--- config.mk ---
export PLATFORM = sky130hd
export DESIGN_NAME = pbe_queue
export DESIGN_NICKNAME = d
export VERILOG_FILES = /design/src/rtl/piecewise_bezier_evaluator_unit_macros.svh /design/src/rtl/pbe_pkg.sv /design/src/rtl/pbe_queue.sv
export SDC_FILE = /design/constraint.sdc
export NUM_CORES = 1
export LEC_CHECK = 0
export BUFFER_PORTS_ARGS = -buffer_cell sky130_fd_sc_hd__buf_4
export CORE_UTILIZATION = 52
export DETAILED_ROUTE_END_ITERATION = 6
export PLACE_DENSITY_LB_ADDON = 0.08
export SYNTH_ARGS = -nofsm -noshare
export SYNTH_HDL_FRONTEND = slang
export SYNTH_SLANG_ARGS = --single-unit
--- constraint.sdc ---
create_clock -name clk -period 4.5 [get_ports clk]
set_input_delay 1.125 -clock clk [delete_from_list [all_inputs] [get_ports clk]]
set_output_delay 1.125 -clock clk [all_outputs]
set_load 0.01 [all_outputs]
--- src/rtl/piecewise_bezier_evaluator_unit_macros.svh ---
// assertion helper macros for the piecewise bezier evaluator
// used by the top level; expects clk and rst_n in scope
`ifndef PIECEWISE_BEZIER_EVALUATOR_UNIT_MACROS_SVH
`define PIECEWISE_BEZIER_EVALUATOR_UNIT_MACROS_SVH

// property checked on every clock outside reset
`define PBE_ASSERT(lbl, prop, msg) \
  lbl: assert property (@(posedge clk) disable iff (!rst_n) prop) else $error(msg);

// condition that must never hold
`define PBE_NEVER(lbl, cond, msg) \
  `PBE_ASSERT(lbl, !(cond), msg)

`endif

--- src/rtl/pbe_pkg.sv ---
// shared types and constants for the piecewise bezier evaluator
// no dependencies
`default_nettype none
package pbe_pkg;

  localparam int MAX_SEGMENTS = 32;
  localparam int MAX_ORDER    = 7;
  localparam int POINT_DEPTH  = 256;

  localparam int SEG_IDX_W = $clog2(MAX_SEGMENTS);
  localparam int PT_IDX_W  = $clog2(POINT_DEPTH);
  localparam int QN        = MAX_ORDER + 1;
  localparam int KCNT_W    = $clog2(MAX_ORDER + 2);
  localparam int ASUM_W    = SEG_IDX_W + 4 + 10;

  localparam int QUEUE_DEPTH = 2;
  localparam int QPTR_W      = $clog2(QUEUE_DEPTH);

  localparam logic [1:0] CMD_POINT = 2'd0;
  localparam logic [1:0] CMD_SPAN  = 2'd1;
  localparam logic [1:0] CMD_QUERY = 2'd2;
  localparam logic [1:0] CMD_NONE  = 2'd3;

  localparam logic [1:0] REG_ORDER = 2'd0;
  localparam logic [1:0] REG_SEGS  = 2'd1;
  localparam logic [1:0] REG_PTS   = 2'd2;

  typedef struct packed {
    logic [1:0]  kind;
    logic [7:0]  slot;
    logic [31:0] a;
    logic [31:0] b;
    logic [31:0] c;
  } pbe_item_t;

  typedef struct packed {
    logic [2:0] order;
    logic [5:0] n_seg;
    logic [8:0] n_pts;
  } pbe_cfg_t;

endpackage
`default_nettype wire

--- src/rtl/pbe_queue.sv ---
// small fifo between front and back
// depends on pbe_pkg
`default_nettype none
module pbe_queue (
  input  wire logic             clk,
  input  wire logic             rst_n,
  input  wire logic             push_valid,
  output logic                  push_ready,
  input  wire pbe_pkg::pbe_item_t push_item,
  output logic                  pop_valid,
  input  wire logic             pop,
  output pbe_pkg::pbe_item_t    pop_item
);
  import pbe_pkg::*;

  pbe_item_t         mem_r [QUEUE_DEPTH];
  logic [QPTR_W-1:0] wp_r, rp_r;
  logic [QPTR_W:0]   cnt_r;
  logic              do_push, do_pop;

  assign push_ready = (cnt_r != (QPTR_W+1)'(QUEUE_DEPTH));
  assign pop_valid  = (cnt_r != '0);
  assign pop_item   = mem_r[rp_r];
  assign do_push    = push_valid && push_ready;
  assign do_pop     = pop && pop_valid;

  always_ff @(posedge clk) begin
    if (do_push) begin
      mem_r[wp_r] <= push_item;
    end
  end

  always_ff @(posedge clk) begin
    if (!rst_n) begin
      wp_r  <= '0;
      rp_r  <= '0;
      cnt_r <= '0;
    end else begin
      if (do_push) begin
        wp_r <= (wp_r == QPTR_W'(QUEUE_DEPTH - 1)) ? '0 : wp_r + 1'b1;
      end
      if (do_pop) begin
        rp_r <= (rp_r == QPTR_W'(QUEUE_DEPTH - 1)) ? '0 : rp_r + 1'b1;
      end
      cnt_r <= cnt_r + (QPTR_W+1)'(do_push) - (QPTR_W+1)'(do_pop);
    end
  end
endmodule
`default_nettype wire

==> results.py <==
metrics = {
    "outcome": {
        "status": "finished, final reports clean",
    },
    "clocking": {
        "post_cts_resized": 0,
        "clockRootBuffer": "clkbuf_16",
        "post_cts_buffers": 0,
        "insertion_delay_ps": 480,
        "cts_hold_buffers": 0,
        "cts_buffer_depth": 3,
        "clkSinkCount": 217,
        "cts_tree": "yes",
        "numCtsBuffers": 23,
        "htree_num_levels": 1,
        "clk_pin_slew_ps": 60,
    },
    "timing": {
        "rsz0062_at_grt": "no",
        "worst_slack_ps": 1090,
        "worstMarginPinSlew_ps": 834,
        "maxSlewViolCount": 0,
        "hold_viol_final": 0,
        "min_period_ps": 3410,
        "period_share_pct": 75.7,
        "setup_viol": 0,
        "fmax_mhz": 294,
        "fin_skew_ps": 12.1,
        "relSlewSlack_pct": 44.4,
        "setup_tns_ps": 0,
        "whs_ps": 604,
    },
    "hold_path": {
        "hold_depth": 2,
        "holdPathEnd": "wp_r$_SDFFE_PN0P_",
        "hold_path.class": "reg -> reg",
        "worstHoldStart": "wp_r$_SDFFE_PN0P_",
    },
    "global_routing": {
        "grt_pass1_wl_um": 21900,
        "track_usage_pct": 18.0,
        "grt_pass1_vias": 4231,
        "gr-total-overflow": 0,
        "grt_max_degree": 64,
        "antenna_found_initial": 0,
    },
    "pwr": {
        "p_clk_share_pct": 29.9,
        "p_leak_nw": 4.02,
        "p_switching_w": 0.00131,
        "p_per_area_nw_per_um2": 512,
        "swShare_pct": 24.3,
        "power_frac_seq_pct": 47.6,
        "comb_power_share_pct": 22.6,
        "ir_drop_v": 0.000379,
        "p_int_w": 0.00410,
    },
    "setup_path": {
        "path_cells": "buf_4 -> mux2_2 -> buf_4",
        "path_buf_inv": 2,
        "reg2reg_slack_ps": 2320,
        "cp_slowest_cell": "dfxtp_4",
        "end_kind": "output port",
        "r2r_cells": 3,
        "slowest_delay_ps": 880,
        "worstPathRequired_ps": 3380,
        "r2r_start": "cnt_r[0]$_SDFF_PN0_",
        "cp_top_family": "flip-flops",
        "path_max_fanout": 53,
        "worstReg2RegEnd": "mem_r[1][24]$_DFFE_PP_",
        "cp-start-kind": "register",
        "crit_type": "reg -> out",
        "cp.arrival_ps": 2280,
        "path_common_cell": "buf_4",
    },
    "layout": {
        "drive_gt1_share_pct": 59.3,
        "area_growth_syn_to_layout_pct": 30.9,
        "seqCellArea_um2": 6470,
        "fillers": 1016,
        "fin_util_pct": 69.5,
        "insertedDiodeCount": 0,
        "nNetsFinal": 705,
        "multi_input_area_um2": 1510,
    },
    "floorplan": {
        "die_h_um": 127,
        "dieArea_um2": 16000,
        "rows": 45,
        "core_um2": 15200,
        "io-pin-count": 218,
        "initial_core_util_pct": 53.1,
        "die_w_um": 127,
    },
    "placed_design": {
        "hpwl_um": 9420,
        "io_buffers": 217,
        "place.gp.congestion": 0.750,
        "dp_worst_setup_slack_ps": 1550,
    },
    "detailed_routing": {
        "remaining_drc_errors": 0,
        "detail_route.wl_per_cell_um": 18.1,
        "via_per_inst": 5.09,
        "wl_um": 14400,
        "vias": 4058,
        "postRouteAntennaNets": 0,
        "first_pass_iters": 6,
        "drt-initial-drc-count": 228,
    },
    "synthesis": {
        "syn_area_per_cell_um2": 22.5,
        "synth_seq_cells": 217,
        "synth_nets": 470,
        "yosysWarnings": 0,
        "synth.distinct_cells": 24,
        "yosysSeqAreaShare_pct": 80.1,
        "syn_area_um2": 8070,
        "synthCells": 359,
    },
    "run": {
        "drv_cap": 0,
    },
}
==> power groups by stage <==
| stage | clock network (W) | registers, W | logic [W] |
|---|---|---|---|
| final | 0.00162 | 0.00257 | 0.00122 |
| after global routing | 0.00174 | 0.00260 | 0.00130 |
| after CTS | 0.00165 | 0.00258 | 0.00124 |
| after global placement | 0 | 0.00261 | 0.00122 |
| after detailed placement | 0 | 0.00262 | 0.00124 |
| after floorplan | 0 | 0.00256 | 0.000750 |
==> cells in the final DEF, fill, tap and decap left out <==
cell and n:
a211oi_1 1, a21bo_2 2, a21boi_0 1, a32oi_1 1, and2_1 3, and3_4 1, buf_12 3, buf_4 219
clkbuf_1 5, clkbuf_16 23, clkinv_1 8, clkinv_2 4, dfxtp_1 4, dfxtp_4 1, edfxtp_1 212, ha_1 1
inv_4 1, mux2_2 66, mux2_4 40, mux2i_1 1, nand2_1 1, nand2b_1 2, nand3_1 1, nand3b_1 1
nor2_1 2, nor2b_1 1, o21ai_0 2, or2_2 1, xnor2_1 1
==> metal layers <==
| metal | GRT usage (%) | vias up | wire length, µm |
|---|---|---|---|
| li1 | - | 1894 | - |
| met1 | 22.4 | 1984 | 5730 |
| met2 | 30.4 | 162 | 7210 |
| met3 | 5.31 | 18 | 1190 |
| met4 | 6.17 | 0 | 288 |
| met5 | 0 | - | 0 |
==> worst max-delay path by stage <==
stage	to	depth (start not counted)	slack, ps
CTS	pop_item[15]	3	1030
floorplan	mem_r[1][0]$_DFFE_PP_	1	400
global route	pop_item[41]	3	950
detailed placement	pop_item[20]	3	1550
global placement	pop_item[22]	3	1600
finish	pop_item[20]	3	1090
==> sequential cells by signal, summed over array words and instances (netlist names), named ones only <==
register	flops
mem_r	212
cnt_r	2
rp_r	1
wp_r	1
==> logic make-up (layout without fill, tap and decap cells) <==
family | Yosys count | after routing | synth area share [%]
AND/OR/NAND/NOR | 13 | 13 | 0.915
AO/OA/AOI/OAI | 7 | 7 | 0.667
buffers and inverters | 13 | 263 | 1.26
adder cells (fa/ha/maj) | 1 | 1 | 0.155
flip-flops | 217 | 217 | 80.1
multiplexers | 107 | 107 | 16.8
XOR/XNOR | 1 | 1 | 0.109
==> final cells by class <==
cell class / count / area share (%)
Tap cell: 188 / 2.23
Clock inverter: 12 / 0.474
Multi-Input combinational cell: 129 / 14.3
Inverter: 1 / 0.0592
Clock buffer: 28 / 5.62
Timing Repair Buffer: 222 / 16.1
Sequential cell: 217 / 61.2
==> tightest hold or removal path, cell delays in order, from the launching register on <==
cell      delay, ps
dfxtp_1         310
a21bo_2         180
a21boi_0         70
==> through the flow <==
step | power (W) | std cells | cell area, µm²
floorplan | 0.00330 | 359 | 8070
global placement | 0.00383 | 757 | 9920
detailed placement | 0.00386 | 757 | 9920
CTS | 0.00548 | 797 | 10600
global route | 0.00564 | 797 | 10600
finish | 0.00541 | 797 | 10600
==> synthesized netlist by cell type <==
cell type / count / area share, %
mux2i_1: 1 / 0.12
edfxtp_1: 212 / 79
nand2b_1: 2 / 0.16
mux2_4: 40 / 7.4
mux2_2: 66 / 9.2
a21boi_0: 1 / 0.093
ha_1: 1 / 0.16
nand3b_1: 1 / 0.093
nor2_1: 2 / 0.093
nand3_1: 1 / 0.062
dfxtp_1: 5 / 1.2
xnor2_1: 1 / 0.11
nand2_1: 1 / 0.046
o21ai_0: 2 / 0.12
a21bo_2: 2 / 0.25
buf_2: 6 / 0.37
a32oi_1: 1 / 0.11
nor2b_1: 1 / 0.078
buf_6: 6 / 0.84
or2_2: 1 / 0.078
a211oi_1: 1 / 0.093
and3_1: 1 / 0.078
inv_1: 1 / 0.046
and2_1: 3 / 0.23
Power figures use the tool's default switching activity.
