File: config.mk
export PLATFORM = sky130hd
export DESIGN_NAME = pbe_front
export DESIGN_NICKNAME = d
export VERILOG_FILES = /design/src/rtl/piecewise_bezier_evaluator_unit_macros.svh /design/src/rtl/pbe_pkg.sv /design/src/rtl/pbe_front.sv
export SDC_FILE = /design/constraint.sdc
export NUM_CORES = 1
export LEC_CHECK = 0
export ABC_AREA = 1
export BUFFER_PORTS_ARGS = -buffer_cell sky130_fd_sc_hd__buf_2
export CAP_MARGIN = 20
export CORE_AREA = 2 2 107 109
export DETAILED_ROUTE_END_ITERATION = 10
export DIE_AREA = 0 0 109 111
export SLEW_MARGIN = 15
export SYNTH_ARGS = -nofsm -noshare
export SYNTH_HDL_FRONTEND = slang
export SYNTH_SLANG_ARGS = --single-unit
export TNS_END_PERCENT = 50
File: constraint.sdc
create_clock -name vclk -period 1.9
set_input_delay 0.57 -clock vclk [all_inputs]
set_output_delay 0.57 -clock vclk [all_outputs]
set_load 0.05 [all_outputs]
File: src/rtl/piecewise_bezier_evaluator_unit_macros.svh
// assertion helper macros for the piecewise bezier evaluator
// used by the top level; expects clk and rst_n in scope
`ifndef PIECEWISE_BEZIER_EVALUATOR_UNIT_MACROS_SVH
`define PIECEWISE_BEZIER_EVALUATOR_UNIT_MACROS_SVH

// property checked on every clock outside reset
`define PBE_ASSERT(lbl, prop, msg) \
  lbl: assert property (@(posedge clk) disable iff (!rst_n) prop) else $error(msg);

// condition that must never hold
`define PBE_NEVER(lbl, cond, msg) \
  `PBE_ASSERT(lbl, !(cond), msg)

`endif

File: src/rtl/pbe_pkg.sv
// shared types and constants for the piecewise bezier evaluator
// no dependencies
`default_nettype none
package pbe_pkg;

  localparam int MAX_SEGMENTS = 32;
  localparam int MAX_ORDER    = 7;
  localparam int POINT_DEPTH  = 256;

  localparam int SEG_IDX_W = $clog2(MAX_SEGMENTS);
  localparam int PT_IDX_W  = $clog2(POINT_DEPTH);
  localparam int QN        = MAX_ORDER + 1;
  localparam int KCNT_W    = $clog2(MAX_ORDER + 2);
  localparam int ASUM_W    = SEG_IDX_W + 4 + 10;

  localparam int QUEUE_DEPTH = 2;
  localparam int QPTR_W      = $clog2(QUEUE_DEPTH);

  localparam logic [1:0] CMD_POINT = 2'd0;
  localparam logic [1:0] CMD_SPAN  = 2'd1;
  localparam logic [1:0] CMD_QUERY = 2'd2;
  localparam logic [1:0] CMD_NONE  = 2'd3;

  localparam logic [1:0] REG_ORDER = 2'd0;
  localparam logic [1:0] REG_SEGS  = 2'd1;
  localparam logic [1:0] REG_PTS   = 2'd2;

  typedef struct packed {
    logic [1:0]  kind;
    logic [7:0]  slot;
    logic [31:0] a;
    logic [31:0] b;
    logic [31:0] c;
  } pbe_item_t;

  typedef struct packed {
    logic [2:0] order;
    logic [5:0] n_seg;
    logic [8:0] n_pts;
  } pbe_cfg_t;

endpackage
`default_nettype wire

File: src/rtl/pbe_front.sv
// front end: decodes input transactions into queue items
// depends on pbe_pkg
`default_nettype none
module pbe_front (
  input  wire logic             in_tvalid,
  output logic                  in_tready,
  input  wire logic [1:0]       in_tuser,
  input  wire logic [167:0]     in_tdata,
  output logic                  push_valid,
  input  wire logic             push_ready,
  output pbe_pkg::pbe_item_t    push_item
);
  import pbe_pkg::*;

  logic [31:0] qt;

  assign qt         = in_tdata[167:136];
  assign in_tready  = push_ready;
  assign push_valid = in_tvalid && (in_tuser != CMD_NONE);

  always_comb begin
    push_item.kind = in_tuser;
    push_item.slot = in_tdata[7:0];
    push_item.a    = in_tdata[39:8];
    push_item.b    = in_tdata[71:40];
    push_item.c    = in_tdata[103:72];
    if (in_tuser == CMD_SPAN) begin
      push_item.a = in_tdata[135:104];
    end else if (in_tuser == CMD_QUERY) begin
      // negative time counts as zero
      push_item.a = qt[31] ? 32'd0 : qt;
    end
  end
endmodule
`default_nettype wire

==> results.cfg, run 1 <==
[drt]
routed_wirelength_mm = 7.45
routed-via-count = 1789
drc = 0
wl_per_cell_um = 16.7
first_pass_iters = 4
drtAntennaViolNets = 0
drtIter0Drc = 86
via_per_inst = 4.01

[global_routing]
grt_pass1_wl_mm = 10.4
grt_max_degree = 16
grt_overflow_total = 0
groute.usage.overall_pct = 11.7
grt_pass1_vias = 1851
antenna_found_initial = 0

[setup_path]
end_kind = primary output
setup.worst_path.start_class = input pin
cp_max_fo = 8
arrival_ps = 1410
critPathKind = input pin to primary output
cp_data_required_time_ps = 1330

[power]
p_comb_share_pct = 100.0
power.density_nw_per_um2 = 368
ir_drop_mv = 0.132
clock_power_share_pct = 0
p_switching_mw = 0.520
power_frac_seq_pct = 0
p_leak_nw = 1.29
sw_frac_of_total_pct = 56.8
p_int_mw = 0.395

[sta]
hold_violations = 0
layout_min_cycle_time_ps = 1980
layout_setup_ws_ps = -83.6
period_share_pct = 104
grt_setup_unrepaired = true
setup_violations = 32
worstMarginPinSlew_ps = 249
slew_violations = 0
slew_headroom_pct = 83.5
fin_tns_setup_ps = -1630
fmax_ghz = 0.504
hold_ws_ps = 1140

[placement]
place_area_um2 = 1930
place_inst = 440
hpwl_mm = 5.04
port-buffer-count = 134
place.gp.congestion = 0.694

[layout]
fill_cells = 1253
n_clock_buffer = 0
drive_gt1_share_pct = 71.0
seq_cells = 0
antenna_cells = 0
nNetsFinal = 477
area_growth_pct = 81.0
regArea_um2 = 0
final_cells = 446
design_area_um2 = 2480

[synth]
syn_area_per_cell_um2 = 5.79
synth_cells = 237
syn_area_um2 = 1370
synth.distinct_cells = 12
yosys_warnings = 0
ys_seq_area_share_pct = 0
synth.net_count = 409

[worst_hold_path]
hold_class = input pin to primary output

[job]
cap_viol_max_count = 0

[status]
status = complete, but fails checks
violations = setup timing

[floorplanning]
rows = 39
core_um2 = 11100
pin_count = 280
start_util_pct = 12.4
die_y_um = 111
die-area_um2 = 12100
die_x_um = 109

[clock_tree]
cts_hold_buf = 0
## synthesized netlist by cell type
| cell | n | area (µm²) |
|---|---|---|
| clkbuf_1 | 1 | 3.75 |
| inv_4 | 1 | 6.26 |
| a21boi_0 | 1 | 7.51 |
| nor2_4 | 1 | 11.3 |
| buf_6 | 6 | 67.6 |
| inv_2 | 2 | 7.51 |
| nand2_1 | 49 | 184 |
| buf_2 | 4 | 20.0 |
| nand3_1 | 86 | 430 |
| inv_1 | 5 | 18.8 |
| nand2_4 | 2 | 22.5 |
| buf_4 | 79 | 593 |
## worst paths after layout
path / cells after the start / end / slack [ps] / start
setup / recovery: 7 / push_item[66] / -80 / in_tuser[0]
hold / removal: 0 / push_item[23] / 1140 / in_tdata[95]
## layer usage
metal	routed length, µm	up-vias	global-route usage, %
met4	320	0	4.70
met3	577	40	1.12
met1	2780	789	13.2
li1	-	838	-
met5	0	-	0
met2	3770	122	21.8
## power by group through the flow
| stage | clock (mW) | sequential [mW] | combinational [mW] |
|---|---|---|---|
| 6_report | 0 | 0 | 0.915 |
| 4_1_cts | 0 | 0 | 0.930 |
| 3_3_place_gp | 0 | 0 | 0.730 |
| 2_1_floorplan | 0 | 0 | 0.836 |
| 5_1_grt | 0 | 0 | 0.969 |
| 3_5_place_dp | 0 | 0 | 0.729 |
## cells by family (layout without fill, tap and decap cells)
family,Yosys count,in the layout,share of synthesized area (%)
AOI/OAI and AO/OA,1,1,0.547
buffers and inverters,98,162,52.2
and+or+nand+nor,138,140,47.2
## cells in the final DEF, fill, tap and decap left out
cell	n
a21boi_1	1
buf_12	15
buf_16	1
buf_2	99
buf_4	9
buf_6	12
buf_8	17
bufbuf_16	1
inv_1	4
inv_4	1
inv_8	3
nand2_1	38
nand2_2	11
nand2_4	1
nand2_8	3
nand3_1	45
nand3_2	41
nor2_4	1
## cell type report
cell class | instances | area, µm² | share of cell area, %
multi-input cells | 141 | 937 | 37.7
inverters | 8 | 55.1 | 2.22
repair buffers | 154 | 1310 | 52.9
well taps | 143 | 179 | 7.20
## critical path, cell delays in order
cell	delay (ps)
buf_6	130
nor2_4	160
buf_6	190
nand2_1	80
nand3_1	70
nand2_1	70
buf_6	150
## repair_timing
action	4_1_cts	5_1_grt
gates resized for setup	125	4
cloned	5	0
setup endpoints to repair	32	32
pin swaps	15	1
setup buffers	6	0
## metrics by stage
stage / setup slack [ps] / utilization, % / power, mW
after global placement: -332 / 17.4 / 0.730
final: -83.6 / 22.4 / 0.915
after detailed placement: -308 / 17.4 / 0.729
after CTS: -90.2 / 22.7 / 0.930
after floorplan: -13.0 / - / 0.836
after global routing: -126 / 22.4 / 0.969
No activity file was read; power rests on OpenSTA's default activity.
==> inputs of run 2 (changes only) <==
Settings changed: BUFFER_PORTS_ARGS -buffer_cell sky130_fd_sc_hd__buf_2 to -buffer_cell sky130_fd_sc_hd__buf_4.
==> run 2 against run 1 <==
  * The flow still finishes with violations (setup timing)
  * Final cell count is 0.90% lower
  * Routed wire length decreased by 3.3%
  * Final area increased by 9.8%
  * Combinational power increased by 5.2%
  * Maximum frequency decreased by 0.35%
  * Sequential share of layout area unchanged
  * Via count up 5.0%
  * Critical path depth stayed put
  * Global-route usage is 1.9 points lower
  * Hold slack is the same
  * Die area did not move
  * Clock-buffer cell count unchanged
  * Largest cell class unchanged
  * Largest power group unchanged
==> results.cfg, run 2 (synthesis gave the netlist of run 1 again) <==
[power]
ir_drop_mv = 0.117
clock_power_share_pct = 0
p_comb_share_pct = 100.0
p_leak_nw = 1.37
power.density_nw_per_um2 = 353
p_int_mw = 0.440
totalPowerFinal_mw = 0.963
p_switching_mw = 0.523
sw_frac_of_total_pct = 54.3
power_frac_seq_pct = 0

[layout]
regArea_um2 = 0
fill_cells = 1205
final_cells = 442
drive_gt1_share_pct = 71.9
design_area_um2 = 2730
mostFrequentLayoutCell = buf_4
layout_common_cells = 102 x buf_4, 45 x nand3_1, 35 x nand2_1, 35 x nand3_2, 26 x buf_8
antenna_cells = 0
area_growth_pct = 98.7
nNetsFinal = 473
seq_cells = 0
n_clock_buffer = 0
multi_input_area_um2 = 953

[sta]
layout_min_cycle_time_ps = 1990
slew_headroom_pct = 88.8
layout_setup_ws_ps = -90.7
period_share_pct = 105
grt_setup_unrepaired = true
hold_violations = 0
worstMarginPinSlew_ps = 169
setup_violations = 32
slew_violations = 0
fmax_ghz = 0.502
hold_ws_ps = 1140

[floorplanning]
rows = 39
pin_count = 280
die-area_um2 = 12100
core_um2 = 11100
start_util_pct = 12.4
die_y_um = 111
die_x_um = 109

[global_routing]
grt_overflow_total = 0
grt.busiest_layer = met2
use_met2_pct = 18.2
grt_max_degree = 22
met3_usage_pct = 0.764
antenna_found_initial = 0
grt_pass1_wl_mm = 9.16
grt_pass1_vias = 1738
groute.usage.overall_pct = 9.77
use_met1_pct = 11.1

[setup_path]
crit_start = in_tuser[1]
end_kind = primary output
critPathKind = input pin to primary output
cp_max_fo = 7
setup.worst_path.start_class = input pin
arrival_ps = 1420
cp_data_required_time_ps = 1330

[drt]
routed-via-count = 1878
first_pass_iters = 4
drtIter0Drc = 98
drc = 0
drtAntennaViolNets = 0
routed_wirelength_mm = 7.20
via_per_inst = 4.25
wl_per_cell_um = 16.3

[worst_hold_path]
hold_class = input pin to primary output
min-delay-start = in_tdata[95]
hold_end = push_item[23]
hold_path_depth = 0

[clock_tree]
cts_hold_buf = 0

[placement]
place_area_um2 = 2130
place_inst = 437
port-buffer-count = 134
hpwl_mm = 5.23
place.gp.congestion = 0.657
dp_slack_ps = -153

[status]
violations = setup timing
status = complete, but fails checks

[job]
cap_viol_max_count = 0
[run 2: cell count changes in the layout (fill, tap and decap cells not counted), sizes merged]
| cell | previous run | this run |
|---|---|---|
| buf | 153 | 150 |
| bufbuf | 1 | 0 |
| clkbuf | 0 | 2 |
| clkinvlp | 0 | 1 |
| inv | 8 | 7 |
| nand2 | 53 | 51 |
[run 2: area by class of cell]
class / instances / share of cell area (%)
tap: 143 / 6.56
inverter: 8 / 1.42
multi-input combinational: 139 / 35.0
timing repair buffer: 152 / 57.1
[run 2: power by group through the flow]
stage | clock (mW) | sequential, mW | combinational [mW]
after floorplan | 0 | 0 | 0.836
after global placement | 0 | 0 | 0.765
after detailed placement | 0 | 0 | 0.771
after CTS | 0 | 0 | 0.899
after global routing | 0 | 0 | 1.00
final | 0 | 0 | 0.963
[run 2: per-stage QoR]
stage	util (%)	setup TNS, ps
3_3_place_gp	19.2	-3190
6_report	24.6	-2080
3_5_place_dp	19.2	-3580
5_1_grt	24.6	-3450
4_1_cts	22.2	-2510
2_1_floorplan	-	-112
[run 2: worst max-delay path by stage]
stage                    end  slack (ps)  cells after the start
5_1_grt        push_item[88]        -140                      8
3_3_place_gp   push_item[80]        -140                      7
6_report       push_item[89]         -90                      7
2_1_floorplan     push_valid         -10                      1
4_1_cts        push_item[91]        -100                      7
3_5_place_dp   push_item[84]        -150                      7
[run 2: timing repair]
item | in CTS | in global routing
resized for setup | 71 | 47
setup buffers | 1 | 0
pin swaps | 11 | 23
endpoints found under the setup margin | 32 | 33
gates cloned | 2 | 2
[run 2: critical path, stage by stage]
cell,delay [ps]
buf_8,100
buf_12,120
nand2_8,110
clkbuf_16,190
nand3_2,90
nand3_2,80
buf_8,150
[run 2: routing by layer]
| layer | up-vias | wire, µm |
|---|---|---|
| li1 | 829 | - |
| met1 | 876 | 2770 |
| met2 | 135 | 3600 |
| met3 | 38 | 535 |
| met4 | 0 | 299 |
| met5 | - | 0 |
